[config.mk]
export PLATFORM = sky130hd
export DESIGN_NAME = iml_stats
export DESIGN_NICKNAME = d
export VERILOG_FILES = /design/src/hw/rtl/iml_pkg.sv /design/src/hw/rtl/iml_stats.sv
export SDC_FILE = /design/constraint.sdc
export NUM_CORES = 2
export LEC_CHECK = 0
export ABC_AREA = 1
export BUFFER_PORTS_ARGS = -buffer_cell sky130_fd_sc_hd__buf_2
export CAP_MARGIN = 25
export CORE_UTILIZATION = 50
export CTS_BUF_LIST = sky130_fd_sc_hd__clkbuf_8
export CTS_CLUSTER_DIAMETER = 30
export CTS_CLUSTER_SIZE = 30
export DETAILED_ROUTE_END_ITERATION = 10
export HOLD_SLACK_MARGIN = 0.1
export PLACE_DENSITY = 0.7
export RECOVER_POWER = 100
export SLEW_MARGIN = 5
export SYNTH_ARGS = -nofsm -noshare
export SYNTH_HDL_FRONTEND = slang
export SYNTH_SLANG_ARGS = --single-unit
[constraint.sdc]
create_clock -name clk -period 6.66 [get_ports clk]
set_input_delay 1.332 -clock clk [delete_from_list [all_inputs] [get_ports clk]]
set_output_delay 1.332 -clock clk [all_outputs]
set_load 0.02 [all_outputs]
[src/hw/rtl/iml_pkg.sv]
// Shared types and constants for the Ising lattice engine.
// No dependencies; imported by every module of the block.
`default_nettype none

package iml_pkg;

    // Lattice geometry
    localparam int MAX_SIDE  = 64;
    localparam int IDX_W     = 6;
    localparam int SIDE_W    = 7;
    localparam int PROB_BITS = 16;

    // Totals and their clamp limits
    localparam int E_W   = 15;
    localparam int M_W   = 14;
    localparam int E_LIM = 2 * MAX_SIDE * MAX_SIDE;
    localparam int M_LIM = MAX_SIDE * MAX_SIDE;

    localparam int ACC_W = 63;
    localparam int CNT_W = 32;

    // Energy changes of a single flip that need the random test
    localparam int DE_PLUS4 = 4;
    localparam int DE_PLUS8 = 8;
    localparam int DE_BASE  = -8;

    // Reset values
    localparam logic [SIDE_W-1:0]    SIDE_RST   = 7'd16;
    localparam logic [PROB_BITS-1:0] TH4_RST    = 16'd1200;
    localparam logic [PROB_BITS-1:0] TH8_RST    = 16'd22;
    localparam logic [CNT_W-1:0]     WARMUP_RST = 32'd0;
    localparam logic signed [E_W-1:0] ENERGY_RST = -15'sd512;
    localparam logic signed [M_W-1:0] MAGNET_RST = 14'sd256;

    // Item kinds
    localparam logic [1:0] KIND_SET   = 2'd0;
    localparam logic [1:0] KIND_FLIP  = 2'd1;
    localparam logic [1:0] KIND_CYCLE = 2'd2;

    // Register indexes (byte address 4*index)
    localparam logic [1:0] REG_SIDE   = 2'd0;
    localparam logic [1:0] REG_TH4    = 2'd1;
    localparam logic [1:0] REG_TH8    = 2'd2;
    localparam logic [1:0] REG_WARMUP = 2'd3;

    // Beat widths
    localparam int IN_W  = 32;
    localparam int OUT_W = 352;

    typedef struct packed {
        logic                en;
        logic [IDX_W-1:0]    addr;
        logic [MAX_SIDE-1:0] data;
    } lat_wr_t;

    typedef struct packed {
        logic mul_en;
        logic acc_en;
    } stats_ctrl_t;

endpackage

`default_nettype wire

[src/hw/rtl/iml_stats.sv]
// Measurement accumulators: E, E^2, M^2, |M| with saturation.
// Depends on iml_pkg. Square stage registered ahead of the wide adds.
`default_nettype none

module iml_stats
    import iml_pkg::*;
(
    input  wire logic                    clk,
    input  wire logic                    rst_n,
    input  wire stats_ctrl_t             ctrl,
    input  wire logic signed [E_W-1:0]   energy,
    input  wire logic signed [M_W-1:0]   magnet,
    output logic             [ACC_W-1:0] sum_energy,
    output logic             [ACC_W-1:0] sum_energy_sq,
    output logic             [ACC_W-1:0] sum_mag_sq,
    output logic             [ACC_W-1:0] sum_abs_mag
);

    logic signed [2*E_W-1:0] e_prod;
    logic signed [2*M_W-1:0] m_prod;
    logic signed [M_W-1:0]   m_neg;
    logic [26:0]             e_sq_reg;
    logic [24:0]             m_sq_reg;
    logic [12:0]             m_abs_reg;
    logic signed [E_W-1:0]   e_hold_reg;

    logic [ACC_W-1:0] acc_e_reg,  acc_e_next;
    logic [ACC_W-1:0] acc_esq_reg, acc_esq_next;
    logic [ACC_W-1:0] acc_msq_reg, acc_msq_next;
    logic [ACC_W-1:0] acc_mabs_reg, acc_mabs_next;

    logic signed [ACC_W:0] e_sum;
    logic [ACC_W:0]        esq_sum;
    logic [ACC_W:0]        msq_sum;
    logic [ACC_W:0]        mabs_sum;

    assign e_prod = energy * energy;
    assign m_prod = magnet * magnet;
    assign m_neg  = -magnet;

    // square stage
    always_ff @(posedge clk)
    begin
        if (ctrl.mul_en)
        begin
            e_sq_reg   <= e_prod[26:0];
            m_sq_reg   <= m_prod[24:0];
            m_abs_reg  <= magnet[M_W-1] ? m_neg[12:0] : magnet[12:0];
            e_hold_reg <= energy;
        end
    end

    always_comb
    begin
        e_sum    = $signed({acc_e_reg[ACC_W-1], acc_e_reg}) + 64'(e_hold_reg);
        esq_sum  = {1'b0, acc_esq_reg}  + 64'(e_sq_reg);
        msq_sum  = {1'b0, acc_msq_reg}  + 64'(m_sq_reg);
        mabs_sum = {1'b0, acc_mabs_reg} + 64'(m_abs_reg);

        // signed: out of range when the top two bits differ
        if (e_sum[ACC_W] == e_sum[ACC_W-1])
            acc_e_next = e_sum[ACC_W-1:0];
        else if (e_sum[ACC_W])
            acc_e_next = {1'b1, {(ACC_W-1){1'b0}}};
        else
            acc_e_next = {1'b0, {(ACC_W-1){1'b1}}};

        acc_esq_next  = esq_sum[ACC_W]  ? '1 : esq_sum[ACC_W-1:0];
        acc_msq_next  = msq_sum[ACC_W]  ? '1 : msq_sum[ACC_W-1:0];
        acc_mabs_next = mabs_sum[ACC_W] ? '1 : mabs_sum[ACC_W-1:0];
    end

    always_ff @(posedge clk or negedge rst_n)
    begin
        if (!rst_n)
        begin
            acc_e_reg    <= '0;
            acc_esq_reg  <= '0;
            acc_msq_reg  <= '0;
            acc_mabs_reg <= '0;
        end
        else if (ctrl.acc_en)
        begin
            acc_e_reg    <= acc_e_next;
            acc_esq_reg  <= acc_esq_next;
            acc_msq_reg  <= acc_msq_next;
            acc_mabs_reg <= acc_mabs_next;
        end
    end

    assign sum_energy    = acc_e_reg;
    assign sum_energy_sq = acc_esq_reg;
    assign sum_mag_sq    = acc_msq_reg;
    assign sum_abs_mag   = acc_mabs_reg;

endmodule

`default_nettype wire

Yosys cells after proc, flatten, opt, wreduce, memory -nomap -nowiden. Cells that the tools add are included.

Flip-flop bits (word level): 332. Word-level logic and storage cells: 22. Input port bits: 33. Output and inout port bits: 252.

Equal/unequal tests: 1. Mux-type cells: 6. $mul: 2. $add $sub $neg: 5.

Operator list (number): two-way mux 63 bit (5); adder 63 x 13 -> 64 bit (1); adder 63 x 15 -> 64 bit (1); adder 63 x 25 -> 64 bit (1); adder 63 x 27 -> 64 bit (1); multiplier 15 x 15 -> 27 bit (1); multiplier 14 x 14 -> 25 bit (1); two-way mux 13 bit (1); negation 13 bit (1); == test 1 bit (1).

Longest topological paths before layout.
Depth after elaboration: 3. Mapped depth: 28. Depth with buffers taken out: 26.

Least setup slack after synthesis. Ideal clock, no wire load.

Path type: input to register. Start point: in magnet[4]. End point: reg m_sq_reg[24] (data pin). Stages: 24. Path buffers: 2. Library setup time: 0.263 ns. Path slack: -0.115 ns. Data required time: 6.397 ns. Data arrival time: 6.512 ns. Cell sequence: clkbuf_1 -> clkbuf_1 -> nand2_1 -> fa_1 -> inv_1 -> fa_1 -> fa_1 -> inv_1 -> fa_1 -> inv_1 -> fa_1 -> inv_1 -> fa_1 -> inv_1 -> ha_1 -> a21oi_1 -> o21ai_0 -> a21oi_1 -> o21ai_0 -> a21oi_1 -> nor2_1 -> nand2_1 -> nand2_1 -> xor2_1.

Longest elaborated chain between the ends: 1.

Ends and longest elaborated chain: from (decl) (line iml_stats.sv:12) `input wire logic signed [M_W-1:0] magnet,`; multiplier 14 x 14 -> 25 bit (line iml_stats.sv:38) `assign m_prod = magnet * magnet;`; named net m_prod[24] (line iml_stats.sv:20) `logic signed [2*M_W-1:0] m_prod;`; to (signal assigned) (line iml_stats.sv:47) `m_sq_reg <= m_prod[24:0];`; to (decl) (line iml_stats.sv:23) `logic [24:0] m_sq_reg;`.

The timed path passes the listed nets, and every way through them passes these cells. A chain may end at the register's enable or synchronous reset.

Worst setup path after layout.
Start point: in energy[0]. End point: reg e_sq_reg[14] (data pin).

Longest elaborated chain between the ends: 1.

Ends and longest elaborated chain: from (decl) (line iml_stats.sv:11) `input wire logic signed [E_W-1:0] energy,`; multiplier 15 x 15 -> 27 bit (line iml_stats.sv:37) `assign e_prod = energy * energy;`; named net e_prod[14] (line iml_stats.sv:19) `logic signed [2*E_W-1:0] e_prod;`; to (signal assigned) (line iml_stats.sv:46) `e_sq_reg <= e_prod[26:0];`; to (decl) (line iml_stats.sv:22) `logic [26:0] e_sq_reg;`.

The timed path passes the listed nets, and every way through them passes these cells.

==> flow_summary.ini <==
[run_status]
status = finished, violations left
violations = capacitance limit, slew limit

[placement]
pre_cts_ws_ns = -0.0641
hpwl_um = 92700
place.gp.congestion = 0.977
io_buffers = 284

[hold_path]
min_path_type = reg2reg
worst_hold_startpoint = sum_mag_sq[21]
holdPathStages = 2
hold_end = sum_mag_sq[21]

[synthesis]
synth_cell_type_count = 57
ys_warn_count = 0
synth_cells = 5230
synth_area_leader_cell = fa_1
async_reset_ff_share_pct = 76.8
synth-seq-cells = 328
ys.flop_type = dfrtp_1
syn-cell-area_um2 = 38000
synth_fp_nets = 5866
netlist_top_cells_area = fa_1 (18%), dfrtp_1 (17%), nand2_1 (14%)
netlist.area_leader.share_pct = 17.5
synth_edf_count = 76
synth.avg_cell_area_um2 = 7.27
ys_seq_area_share_pct = 22.6

[clock_network]
clkSinkCount = 328
post_cts_buffers = 0
ctsHtreeMaxLevel = 3
clock_latency_ns = 0.68
cts_root_buf = clkbuf_8
ctsHoldBuffers = 0
cts_made_buffers = 86
cts_tree = done
path_clk_slew_ns = 0.05
cts_buffer_depth = 3
cts.repair.resized = 0

[final_layout]
areaGrowthSynthToFinish_pct = 11.9
drive_gt1_share_pct = 5.67
layout_commonest_cell = nand2_1
layout_common_cells = nand2_1 (1375), inv_1 (1035), nor2_1 (482), fa_1 (333), clkbuf_1 (275)
fin_nets = 6228

[power_and_ir_drop]
leakagePower_nw = 22.0
fin_total_pwr_w = 0.0259
p_per_area_nw_per_um2 = 609
max-vdd-ir-drop_mv = 0.727

[timing]
period_minus_slack_ns = 6.28
tightest_slew_ns = 5.09
layout_setup_ws_ns = 0.380
max_slew_margin_pct = -239
clock.fmax_mhz = 159
finalHoldViolCount = 0
period_share_pct = 94.3
skew_ns = 0.0377
setup_viol = 0
rsz0062_at_grt = no
slew_viol_final = 351

[worst_setup_path]
end_kind = register
path_max_fanout = 10
arrival_ns = 6.70
r2r_slack_ns = 0.68
critPathKind = in2reg
r2r-end = sum_energy[48]
ff2ff_path_depth = 15
critPathRequiredTime_ns = 7.08
r2r-start = e_hold_reg[14]
cp-start-kind = primary input

[route]
drtAntennaViolNets = 0
dr.pass1.iters = 7
vias_per_cell = 5.29
wire_per_inst_um = 17.1
num_vias = 35100
drt-total-wl_um = 113000
drcViolationCount = 0
drt-initial-drc-count = 2435

[die]
die_area_um2 = 77100
start_util_pct = 50.8
die_h_um = 278
pin_count = 285
fp.dieW_um = 278
fp-row-count = 100
fp.coreArea_um2 = 74800

[grt]
grt_pass1_vias = 34300
grt_pass1_wl_um = 181000
antenna_found_initial = 1
grt_max_degree = 100
grt_use_total_pct = 29.6
gr-total-overflow = 0

[flow_run]
drv_cap = 5
final cells by class:
| class | instances | area (um^2) |
|---|---|---|
| Tap cell | 969 | 1210 |
| Multi-Input combinational cell | 3777 | 25000 |
| Clock inverter | 65 | 749 |
| Timing Repair Buffer | 375 | 1780 |
| Sequential cell | 328 | 8590 |
| Clock buffer | 95 | 1310 |
| Antenna cell | 1 | 2.50 |
| Fill cell | 7466 | 32300 |
| Inverter | 1024 | 3840 |
Yosys cell counts (all sizes together), types with 29 or more instances:
| master | count |
|---|---|
| xnor2 | 76 |
| o21bai | 42 |
| a21oi | 284 |
| nand3 | 253 |
| clkbuf | 75 |
| dfrtp | 252 |
| nor2 | 490 |
| or2 | 29 |
| xor2 | 143 |
| nand2 | 1390 |
| nor4 | 33 |
| ha | 270 |
| edfxtp | 76 |
| o21ai | 167 |
| nand4 | 74 |
| inv | 1023 |
| fa | 333 |
| nor3 | 99 |
how the worst max path moves through the flow:
stage               slack [ns]        from  cells past startpoint            to
detailed placement       -0.06   magnet[7]                     21  m_sq_reg[19]
finish                    0.38   energy[0]                     22  e_sq_reg[14]
floorplan                 0.01  energy[14]                     19  e_sq_reg[26]
global route              0.12  energy[10]                     20  e_sq_reg[24]
CTS                       0.65   magnet[3]                     19  m_sq_reg[23]
global placement          0.02   magnet[3]                     24  m_sq_reg[24]
cell families after synthesis:
| family | share of synthesized area [%] |
|---|---|
| DFF | 22.6 |
| and+or+nand+nor | 26.2 |
| AOI/OAI and AO/OA | 8.29 |
| buffers and inverters | 11.4 |
| xor gates and xnor gates | 5.05 |
| adders and majority gates | 26.4 |
power by group:
group / leakage, nW / internal, W / switching (W) / total (W)
sequential: 3.86 / 0.00329 / 0.000632 / 0.00392
clock: 1.07 / 0.00189 / 0.00114 / 0.00303
combinational: 17.1 / 0.00721 / 0.0117 / 0.0190
per-stage QoR:
stage	hold slack, ns	utilization [%]	instances	area, um^2	setup TNS (ns)
after floorplan	0.589	-	5230	38000	0
after global placement	0.488	54.6	6470	40900	0
after detailed placement	0.493	54.6	6470	40900	-0.226
after CTS	0.507	57.4	6630	42900	0
after global routing	0.540	56.8	6634	42500	0
final	0.509	56.8	6634	42500	0
critical path, stage by stage:
cell and delay, ns:
clkbuf_1 0.33, clkbuf_1 0.45, nand2_1 0.20, fa_1 0.55, inv_1 0.05, fa_1 0.43
ha_1 0.30, ha_1 0.27, inv_1 0.05, fa_1 0.46, fa_1 0.49, inv_1 0.04
ha_1 0.36, inv_1 0.08, o21bai_1 0.19, nand2_1 0.07, nand3_1 0.17, a21oi_1 0.12
nor2_1 0.13, o22ai_1 0.10, clkbuf_4 0.15, xnor2_1 0.35
metal layers:
metal	up-vias	track usage, %	share of wire (%)
met5	-	0	0
met3	232	5.10	7.7
met4	0	10.4	3.6
li1	17100	-	-
met1	16600	40.1	43
met2	1226	47.9	45
No activity file was read; power rests on OpenSTA's default activity.
