[config.mk]
export PLATFORM = sky130hd
export DESIGN_NAME = iml_lattice_mem
export DESIGN_NICKNAME = d
export VERILOG_FILES = /design/src/hw/rtl/iml_pkg.sv /design/src/hw/rtl/iml_lattice_mem.sv
export SDC_FILE = /design/constraint.sdc
export NUM_CORES = 2
export LEC_CHECK = 0
export ABC_CLOCK_PERIOD_IN_PS = 1900
export BUFFER_PORTS_ARGS = -buffer_cell sky130_fd_sc_hd__buf_2
export CELL_PAD_IN_SITES_DETAIL_PLACEMENT = 0
export CELL_PAD_IN_SITES_GLOBAL_PLACEMENT = 1
export CORE_ASPECT_RATIO = 0.75
export CORE_MARGIN = 3
export CORE_UTILIZATION = 52
export CTS_CLUSTER_DIAMETER = 60
export DETAILED_ROUTE_END_ITERATION = 16
export PLACE_DENSITY = 0.8
export SLEW_MARGIN = 20
export SYNTH_ARGS = -nofsm -noshare
export SYNTH_HDL_FRONTEND = slang
export SYNTH_SLANG_ARGS = --single-unit
[constraint.sdc]
create_clock -name clk -period 1.9 [get_ports clk]
set_input_delay 0.19 -clock clk [delete_from_list [all_inputs] [get_ports clk]]
set_output_delay 0.19 -clock clk [all_outputs]
set_load 0.005 [all_outputs]
[src/hw/rtl/iml_pkg.sv]
// Shared types and constants for the Ising lattice engine.
// No dependencies; imported by every module of the block.
`default_nettype none

package iml_pkg;

    // Lattice geometry
    localparam int MAX_SIDE  = 64;
    localparam int IDX_W     = 6;
    localparam int SIDE_W    = 7;
    localparam int PROB_BITS = 16;

    // Totals and their clamp limits
    localparam int E_W   = 15;
    localparam int M_W   = 14;
    localparam int E_LIM = 2 * MAX_SIDE * MAX_SIDE;
    localparam int M_LIM = MAX_SIDE * MAX_SIDE;

    localparam int ACC_W = 63;
    localparam int CNT_W = 32;

    // Energy changes of a single flip that need the random test
    localparam int DE_PLUS4 = 4;
    localparam int DE_PLUS8 = 8;
    localparam int DE_BASE  = -8;

    // Reset values
    localparam logic [SIDE_W-1:0]    SIDE_RST   = 7'd16;
    localparam logic [PROB_BITS-1:0] TH4_RST    = 16'd1200;
    localparam logic [PROB_BITS-1:0] TH8_RST    = 16'd22;
    localparam logic [CNT_W-1:0]     WARMUP_RST = 32'd0;
    localparam logic signed [E_W-1:0] ENERGY_RST = -15'sd512;
    localparam logic signed [M_W-1:0] MAGNET_RST = 14'sd256;

    // Item kinds
    localparam logic [1:0] KIND_SET   = 2'd0;
    localparam logic [1:0] KIND_FLIP  = 2'd1;
    localparam logic [1:0] KIND_CYCLE = 2'd2;

    // Register indexes (byte address 4*index)
    localparam logic [1:0] REG_SIDE   = 2'd0;
    localparam logic [1:0] REG_TH4    = 2'd1;
    localparam logic [1:0] REG_TH8    = 2'd2;
    localparam logic [1:0] REG_WARMUP = 2'd3;

    // Beat widths
    localparam int IN_W  = 32;
    localparam int OUT_W = 352;

    typedef struct packed {
        logic                en;
        logic [IDX_W-1:0]    addr;
        logic [MAX_SIDE-1:0] data;
    } lat_wr_t;

    typedef struct packed {
        logic mul_en;
        logic acc_en;
    } stats_ctrl_t;

endpackage

`default_nettype wire

[src/hw/rtl/iml_lattice_mem.sv]
// Spin lattice store: one row of spins per entry, two registered read ports.
// Depends on iml_pkg. Rows never written read back as all spins up.
`default_nettype none

module iml_lattice_mem
    import iml_pkg::*;
(
    input  wire logic                clk,
    input  wire logic                rst_n,
    input  wire logic                rd_a_en,
    input  wire logic [IDX_W-1:0]    rd_a_addr,
    input  wire logic                rd_b_en,
    input  wire logic [IDX_W-1:0]    rd_b_addr,
    input  wire lat_wr_t             wr,
    output logic      [MAX_SIDE-1:0] rd_a_data,
    output logic      [MAX_SIDE-1:0] rd_b_data
);

    logic [MAX_SIDE-1:0] lattice_mem [MAX_SIDE];
    logic [MAX_SIDE-1:0] row_valid_reg;
    logic [MAX_SIDE-1:0] a_data_reg;
    logic [MAX_SIDE-1:0] b_data_reg;
    logic                a_valid_reg;
    logic                b_valid_reg;

    always_ff @(posedge clk)
    begin
        if (wr.en)
        begin
            lattice_mem[wr.addr] <= wr.data;
        end
        if (rd_a_en)
        begin
            a_data_reg <= lattice_mem[rd_a_addr];
        end
        if (rd_b_en)
        begin
            b_data_reg <= lattice_mem[rd_b_addr];
        end
    end

    // per-row valid bits stand in for the all-up reset image
    always_ff @(posedge clk or negedge rst_n)
    begin
        if (!rst_n)
        begin
            row_valid_reg <= '0;
            a_valid_reg   <= 1'b0;
            b_valid_reg   <= 1'b0;
        end
        else
        begin
            if (wr.en)
            begin
                row_valid_reg[wr.addr] <= 1'b1;
            end
            if (rd_a_en)
            begin
                a_valid_reg <= row_valid_reg[rd_a_addr];
            end
            if (rd_b_en)
            begin
                b_valid_reg <= row_valid_reg[rd_b_addr];
            end
        end
    end

    assign rd_a_data = a_valid_reg ? a_data_reg : '1;
    assign rd_b_data = b_valid_reg ? b_data_reg : '1;

endmodule

`default_nettype wire

## After elaboration in Yosys (flattened, before gate mapping)

Memories as Yosys holds them, arrays and structs flattened. A register that Yosys moved wholly into a read port is not among the register bits.
Index checks and enable logic that the tools add are counted.

| cells by class | value |
|---|---|
| bitwise logic cells | 1 |
| mux-type cells | 10 |
| reductions and logical operators | 1 |
| order comparisons | 4 |

Operators with widths:

| kind | count |
|---|---|
| 64-bit two-way mux | 2 |
| 64-bit OR | 1 |
| 6-bit by 7-bit < comparator with 1-bit output, second input constant | 3 |
| 1-bit binary-select mux with 6-bit select | 2 |
| 1-bit demux with 6-bit select | 1 |
| 6-bit by 1-bit greater-or-equal comparator with 1-bit output, second input constant | 1 |
| 1-bit two-way mux | 5 |
| 1-bit logical AND | 1 |

| storage, ports and cells | value |
|---|---|
| logic and storage cells | 20 |
| input port bits | 87 |
| memories kept | 1 |
| register bits after elaboration | 66 |
| RAM bits | 4096 |
| output and inout bits | 128 |

Memory list:

| memory | words | bits a word | read ports | clocked after memory_dff | write ports | line | source |
|---|---|---|---|---|---|---|---|
| lattice_mem | 64 | 64 | 2 | 2 | 1 | iml_lattice_mem.sv:19 | `logic [MAX_SIDE-1:0] lattice_mem [MAX_SIDE];` |

## Longest topological paths before layout

| logic depth | value |
|---|---|
| depth after elaboration | 5 |
| gate-level depth with buffers | 9 |
| depth with buffers taken out | 5 |

## Worst setup path after synthesis

OpenSTA, ideal clock, no wires.

| timing | value |
|---|---|
| path type | in2reg |
| start | input wr[67] (netlist bit) |
| end | register row_valid_reg[48] |
| stages on the path | 5 |
| setup time | 0.092 ns |
| arrival | 5.726 ns |
| buffers on the path | 1 |
| setup slack | -3.918 ns |
| data required time | 1.808 ns |
| cell sequence | clkbuf_1 -> nand4b_1 -> or2_2 -> nor3_1 -> or2_2 |

| on the way | value |
|---|---|
| word-level cells in the longest chain between the ends | 5 |
| elaborated cells between the ends (all ways) | 6 |
| classes of those cells | 2 x order compare; 2 x mux; 1 x bitwise; 1 x reduce/logical |

Ends and longest elaborated chain:

| item | line | source |
|---|---|---|
| start, declared | iml_lattice_mem.sv:14 | `input wire lat_wr_t wr,` |
| 6-bit by 7-bit < comparator with 1-bit output (not written as such) or 6-bit by 1-bit greater-or-equal comparator with 1-bit output (tied branches) | iml_lattice_mem.sv:55 | `row_valid_reg[wr.addr] <= 1'b1;` |
| 1-bit logical AND (not written as such) | iml_lattice_mem.sv:55 |  |
| 1-bit two-way mux (not written as such) | iml_lattice_mem.sv:55 |  |
| 1-bit demux with 6-bit select (*) | iml_lattice_mem.sv:55 |  |
| 64-bit OR (no source line) (*) | n/a |  |
| end signal, assigned | iml_lattice_mem.sv:47 | `row_valid_reg <= '0;` |
| end signal, assigned by index | iml_lattice_mem.sv:55 |  |
| end, declared | iml_lattice_mem.sv:20 | `logic [MAX_SIDE-1:0] row_valid_reg;` |

Mark *: on every way between the ends. The rest lies on a longest branch, timed or not.
A chain may end at the register's enable or synchronous reset.

## Worst setup path after layout

| timing | value |
|---|---|
| start | register a_valid_reg |
| end | output rd_a_data[35] |

| on the way | value |
|---|---|
| word-level cells in the longest chain between the ends | 1 |

Ends and longest elaborated chain:

| item | line | source |
|---|---|---|
| start, declared | iml_lattice_mem.sv:23 | `logic a_valid_reg;` |
| start signal, assigned | iml_lattice_mem.sv:59 | `a_valid_reg <= row_valid_reg[rd_a_addr];` |
| 64-bit two-way mux | iml_lattice_mem.sv:68 | `assign rd_a_data = a_valid_reg ? a_data_reg : '1;` |
| end, declared | iml_lattice_mem.sv:15 | `output logic [MAX_SIDE-1:0] rd_a_data,` |

Every way passes these cells.

==> summary.md <==
| Metric | Value |
|---|---|
| Worst Max-Slew Pin Slew | 0.741 ns |
| Unique masters post-synth | 29 |
| Fmax | 416 MHz |
| Commonest cells after routing, fill and taps aside | sky130_fd_sc_hd__edfxtp_1 (4224), sky130_fd_sc_hd__mux4_2 (2578), sky130_fd_sc_hd__buf_4 (703) |
| Cells after Synth | 8297 |
| Area fraction in compound gates after synthesis | 1.07% |
| Post-detailed-route count of antenna-violating nets | 0 |
| Critical Path Start Type | register |
| Footprint of the multi-input gates | 65400 um^2 |
| Area of the die | 381000 um^2 |
| Register ranked first by flip-flop count | lattice_mem |
| Remaining global-route overflow | 0 |
| Worst vdd rail ir drop | 0.830 mV |
| Fraction of the cycle the final worst path needs | 126% |
| Critical path fanouts, max | 8 |
| Number of endpoints failing setup at the final stage | 251 |
| Worst Path Arrival | 2.21 ns |
| Starting density of the core | 52.4% |
| Final layout net count | 9847 |
| Category of the worst setup path capture point | primary output |
| Flip-flop count of the largest register after layout | 4096 |
| Number of buffers inserted by port buffering | 214 |
| Type of the worst setup path | reg -> out |
| WL per Instance | 44.1 um |
| First DRT Iteration DRCs | 19672 |
| Maximum number of pins on one net before global-route repair | 65 |
| Final Non-Filler Cells | 15076 |
| Largest family of logic cells by synthesized area | multiplexers |
| Data required time of the critical path | 1.71 ns |
| Outcome | complete, but fails checks |
| Mapped Area | 194000 um^2 |
| Share of total power consumed by net switching | 23.2% |
| Hpwl dp | 433000 um |
| #FFs+latches synth | 4290 |
| Synth-to-layout area growth | 21.3% |
| Unrepaired setup endpoints after global routing | true |
| Biggest area contributors in the synthesized netlist | sky130_fd_sc_hd__edfxtp_1 (65%), sky130_fd_sc_hd__mux4_2 (30%), sky130_fd_sc_hd__a22oi_1 (1.0%), sky130_fd_sc_hd__dfrtp_1 (0.85%), sky130_fd_sc_hd__clkbuf_1 (0.76%) |
| H-tree depth | 5 |
| Avg Inst Size Synth | 23.4 um^2 |
| Number of I/O pins | 215 |
| Setup slack of the critical path after layout | -0.503 ns |
| Number of nets in the synthesized netlist | 8384 |
| Total iterations of the first detailed-routing run | 6 |
| Portion of total power attributed to sequential cells | 50.8% |
| Static leakage | 75.7 nW |
| Root buffer selected by CTS | sky130_fd_sc_hd__clkbuf_16 |
| Die extent in x | 712 um |
| Sequential fraction of the synthesis area | 66.2% |
| Failing checks | setup timing |
| Top flip-flop cell by instance count after synthesis | sky130_fd_sc_hd__edfxtp_1 |
| Share of cell area taken by muxes after synthesis | 30.1% |
| Drt via density | 7.43 |
| Most frequent standard cell in the layout excluding fill and tap cells | sky130_fd_sc_hd__edfxtp_1 |
| Area share of fa/ha/maj cells after synthesis | 0% |
| Clk slew on worst S/H paths | 0.06 ns |
| Total detailed-routing wirelength | 664000 um |
| Yosys top cell area share | 65.3% |
| Power per cell area | 889 nW/um^2 |
| Clock latency at the later pin of the worst-skew pair | 0.97 ns |
| Post-Route Hold Slack | 0.0549 ns |
| Slew HR | 50.6% |
| Vias | 112048 |
| Number of slew-limit violations in the final report | 0 |
| Class of the tightest hold or removal check | in -> reg |
| Psw | 0.0485 W |
| Warnings from Yosys | 0 |
| Async set or reset register ratio after synthesis | 1.54% |
| Maximum buffer depth of the clock tree | 4 |
| Number of CTS-inserted buffers | 409 |
| Number of antenna violations at the first check in global routing | 57 |
| Setup_tns | -63.00 ns |
| Max capacitance violation total | 0 |
| Sequential cell area in the final layout | 129000 um^2 |
| GPL Wtd Cong | 0.901 |
| Number of flops mapped to enable cells by yosys | 4224 |
| Number of sinks handled by clock tree synthesis | 4290 |
| Core box area | 370000 um^2 |
| Vertical extent of the die | 535 um |
| Xor and xnor area share after synthesis | 0% |
| Comb power frac | 10.1% |
| Final hold violations | 0 |
| Time the worst path needs with I/O delays and setup | 2.40 ns |
| Worst slack at placement | -1.47 ns |
| Cell Count Post-Placement | 14227 |
| Share of total power in the clock network | 39.1% |
| Number of cell rows | 193 |
| Number of global-route vias before repair | 113133 |
| Cell taking the most area after synthesis | sky130_fd_sc_hd__edfxtp_1 |
| Layout cell share with drive strength beyond 1 | 52.4% |
| Cell-internal power | 0.161 W |
| Gr usage total | 34.8% |
| Filler instances | 23547 |
| First-pass GRT wire length | 919000 um |
| Residual DRC count | 0 |
| Post-Synth Simple-Gate Area | 1.15% |
| Worst clock skew | 0.0462 ns |
| Post-route core utilization | 63.6% |
| TritonCTS clock tree | built |
==> metal layers <==
metal  track usage (%)  vias up  part of all wire [%]
li1                  -    40491                     -
met1              47.8    59278                    34
met2              51.1    10305                    45
met3              10.7     1928                    15
met4              17.7       46                   6.4
met5                 0        -                 0.043
==> critical path, cell delays in order, from the launching register on <==
cell                        delay, ns
sky130_fd_sc_hd__dfrtp_4         0.49
sky130_fd_sc_hd__buf_12          0.18
sky130_fd_sc_hd__buf_12          0.15
sky130_fd_sc_hd__clkbuf_16       0.18
sky130_fd_sc_hd__nand2b_4        0.09
sky130_fd_sc_hd__buf_6           0.10
==> area by class of cell <==
type / count / area share (%)
flip-flops and latches: 4290 / 54.6
multi-input cells: 3341 / 27.8
repair buffers: 1713 / 9.46
clock buffers: 489 / 4.52
well taps: 4972 / 2.64
clock inverters: 256 / 1.02
diodes: 10 / 0.0106
inverters: 5 / 0.00797
==> power by group through the flow <==
stage	logic [W]	registers, W	clock network [W]
after floorplan	0.0105	0.108	0
after global placement	0.0185	0.108	0
after detailed placement	0.0188	0.108	0
after CTS	0.0202	0.106	0.0822
after global routing	0.0219	0.106	0.0859
final	0.0212	0.106	0.0818
==> stage by stage <==
stage | area (um^2) | power [W]
5_1_grt | 235000 | 0.214
6_report | 236000 | 0.209
4_1_cts | 234000 | 0.209
2_1_floorplan | 195000 | 0.118
3_5_place_dp | 218000 | 0.127
3_3_place_gp | 218000 | 0.127
==> cells in the mapped netlist (15+ instances only) <==
master and number:
sky130_fd_sc_hd__edfxtp_1 4224, sky130_fd_sc_hd__mux4_2 2578, sky130_fd_sc_hd__clkbuf_1 394, sky130_fd_sc_hd__a22oi_1 264, sky130_fd_sc_hd__buf_2 199, sky130_fd_sc_hd__nand2_1 141, sky130_fd_sc_hd__nand2b_1 132, sky130_fd_sc_hd__nor2_1 71
sky130_fd_sc_hd__dfrtp_1 66, sky130_fd_sc_hd__or2_2 65, sky130_fd_sc_hd__mux2i_1 40, sky130_fd_sc_hd__buf_1 39, sky130_fd_sc_hd__buf_4 24, sky130_fd_sc_hd__nand3_1 15
==> cell families (layout without fill, tap and decap cells) <==
group,after synthesis,in the layout
flops,4290,4290
mux,2618,2618
buf+inv,666,2463
simple gates,445,445
compound gates,278,278
other cells,0,10
==> path summary, 6_finish.rpt <==
path | from | to | slack, ns | cells after the start
hold reg to reg | row_valid_reg[63] | row_valid_reg[63] | 0.49 | 1
max in group asynchronous | rst_n | row_valid_reg[37] | 0.90 | 4
hold / removal | wr[64] | lattice_mem[49][51] | 0.05 | 5
min in group asynchronous | rst_n | row_valid_reg[15] | 0.32 | 3
setup / recovery | a_valid_reg | rd_a_data[35] | -0.50 | 5
setup reg to reg | lattice_mem[55][27] | b_data_reg[27] | -0.40 | 4
==> repair_timing <==
action	CTS	global route
pin swaps	176	23
hold buffers	77	0
resized for setup	355	189
buffers inserted	15	4
endpoints found under the hold margin	4261	0
gates cloned	11	4
setup endpoints to repair	256	256
No activity file was read; power rests on OpenSTA's default activity.
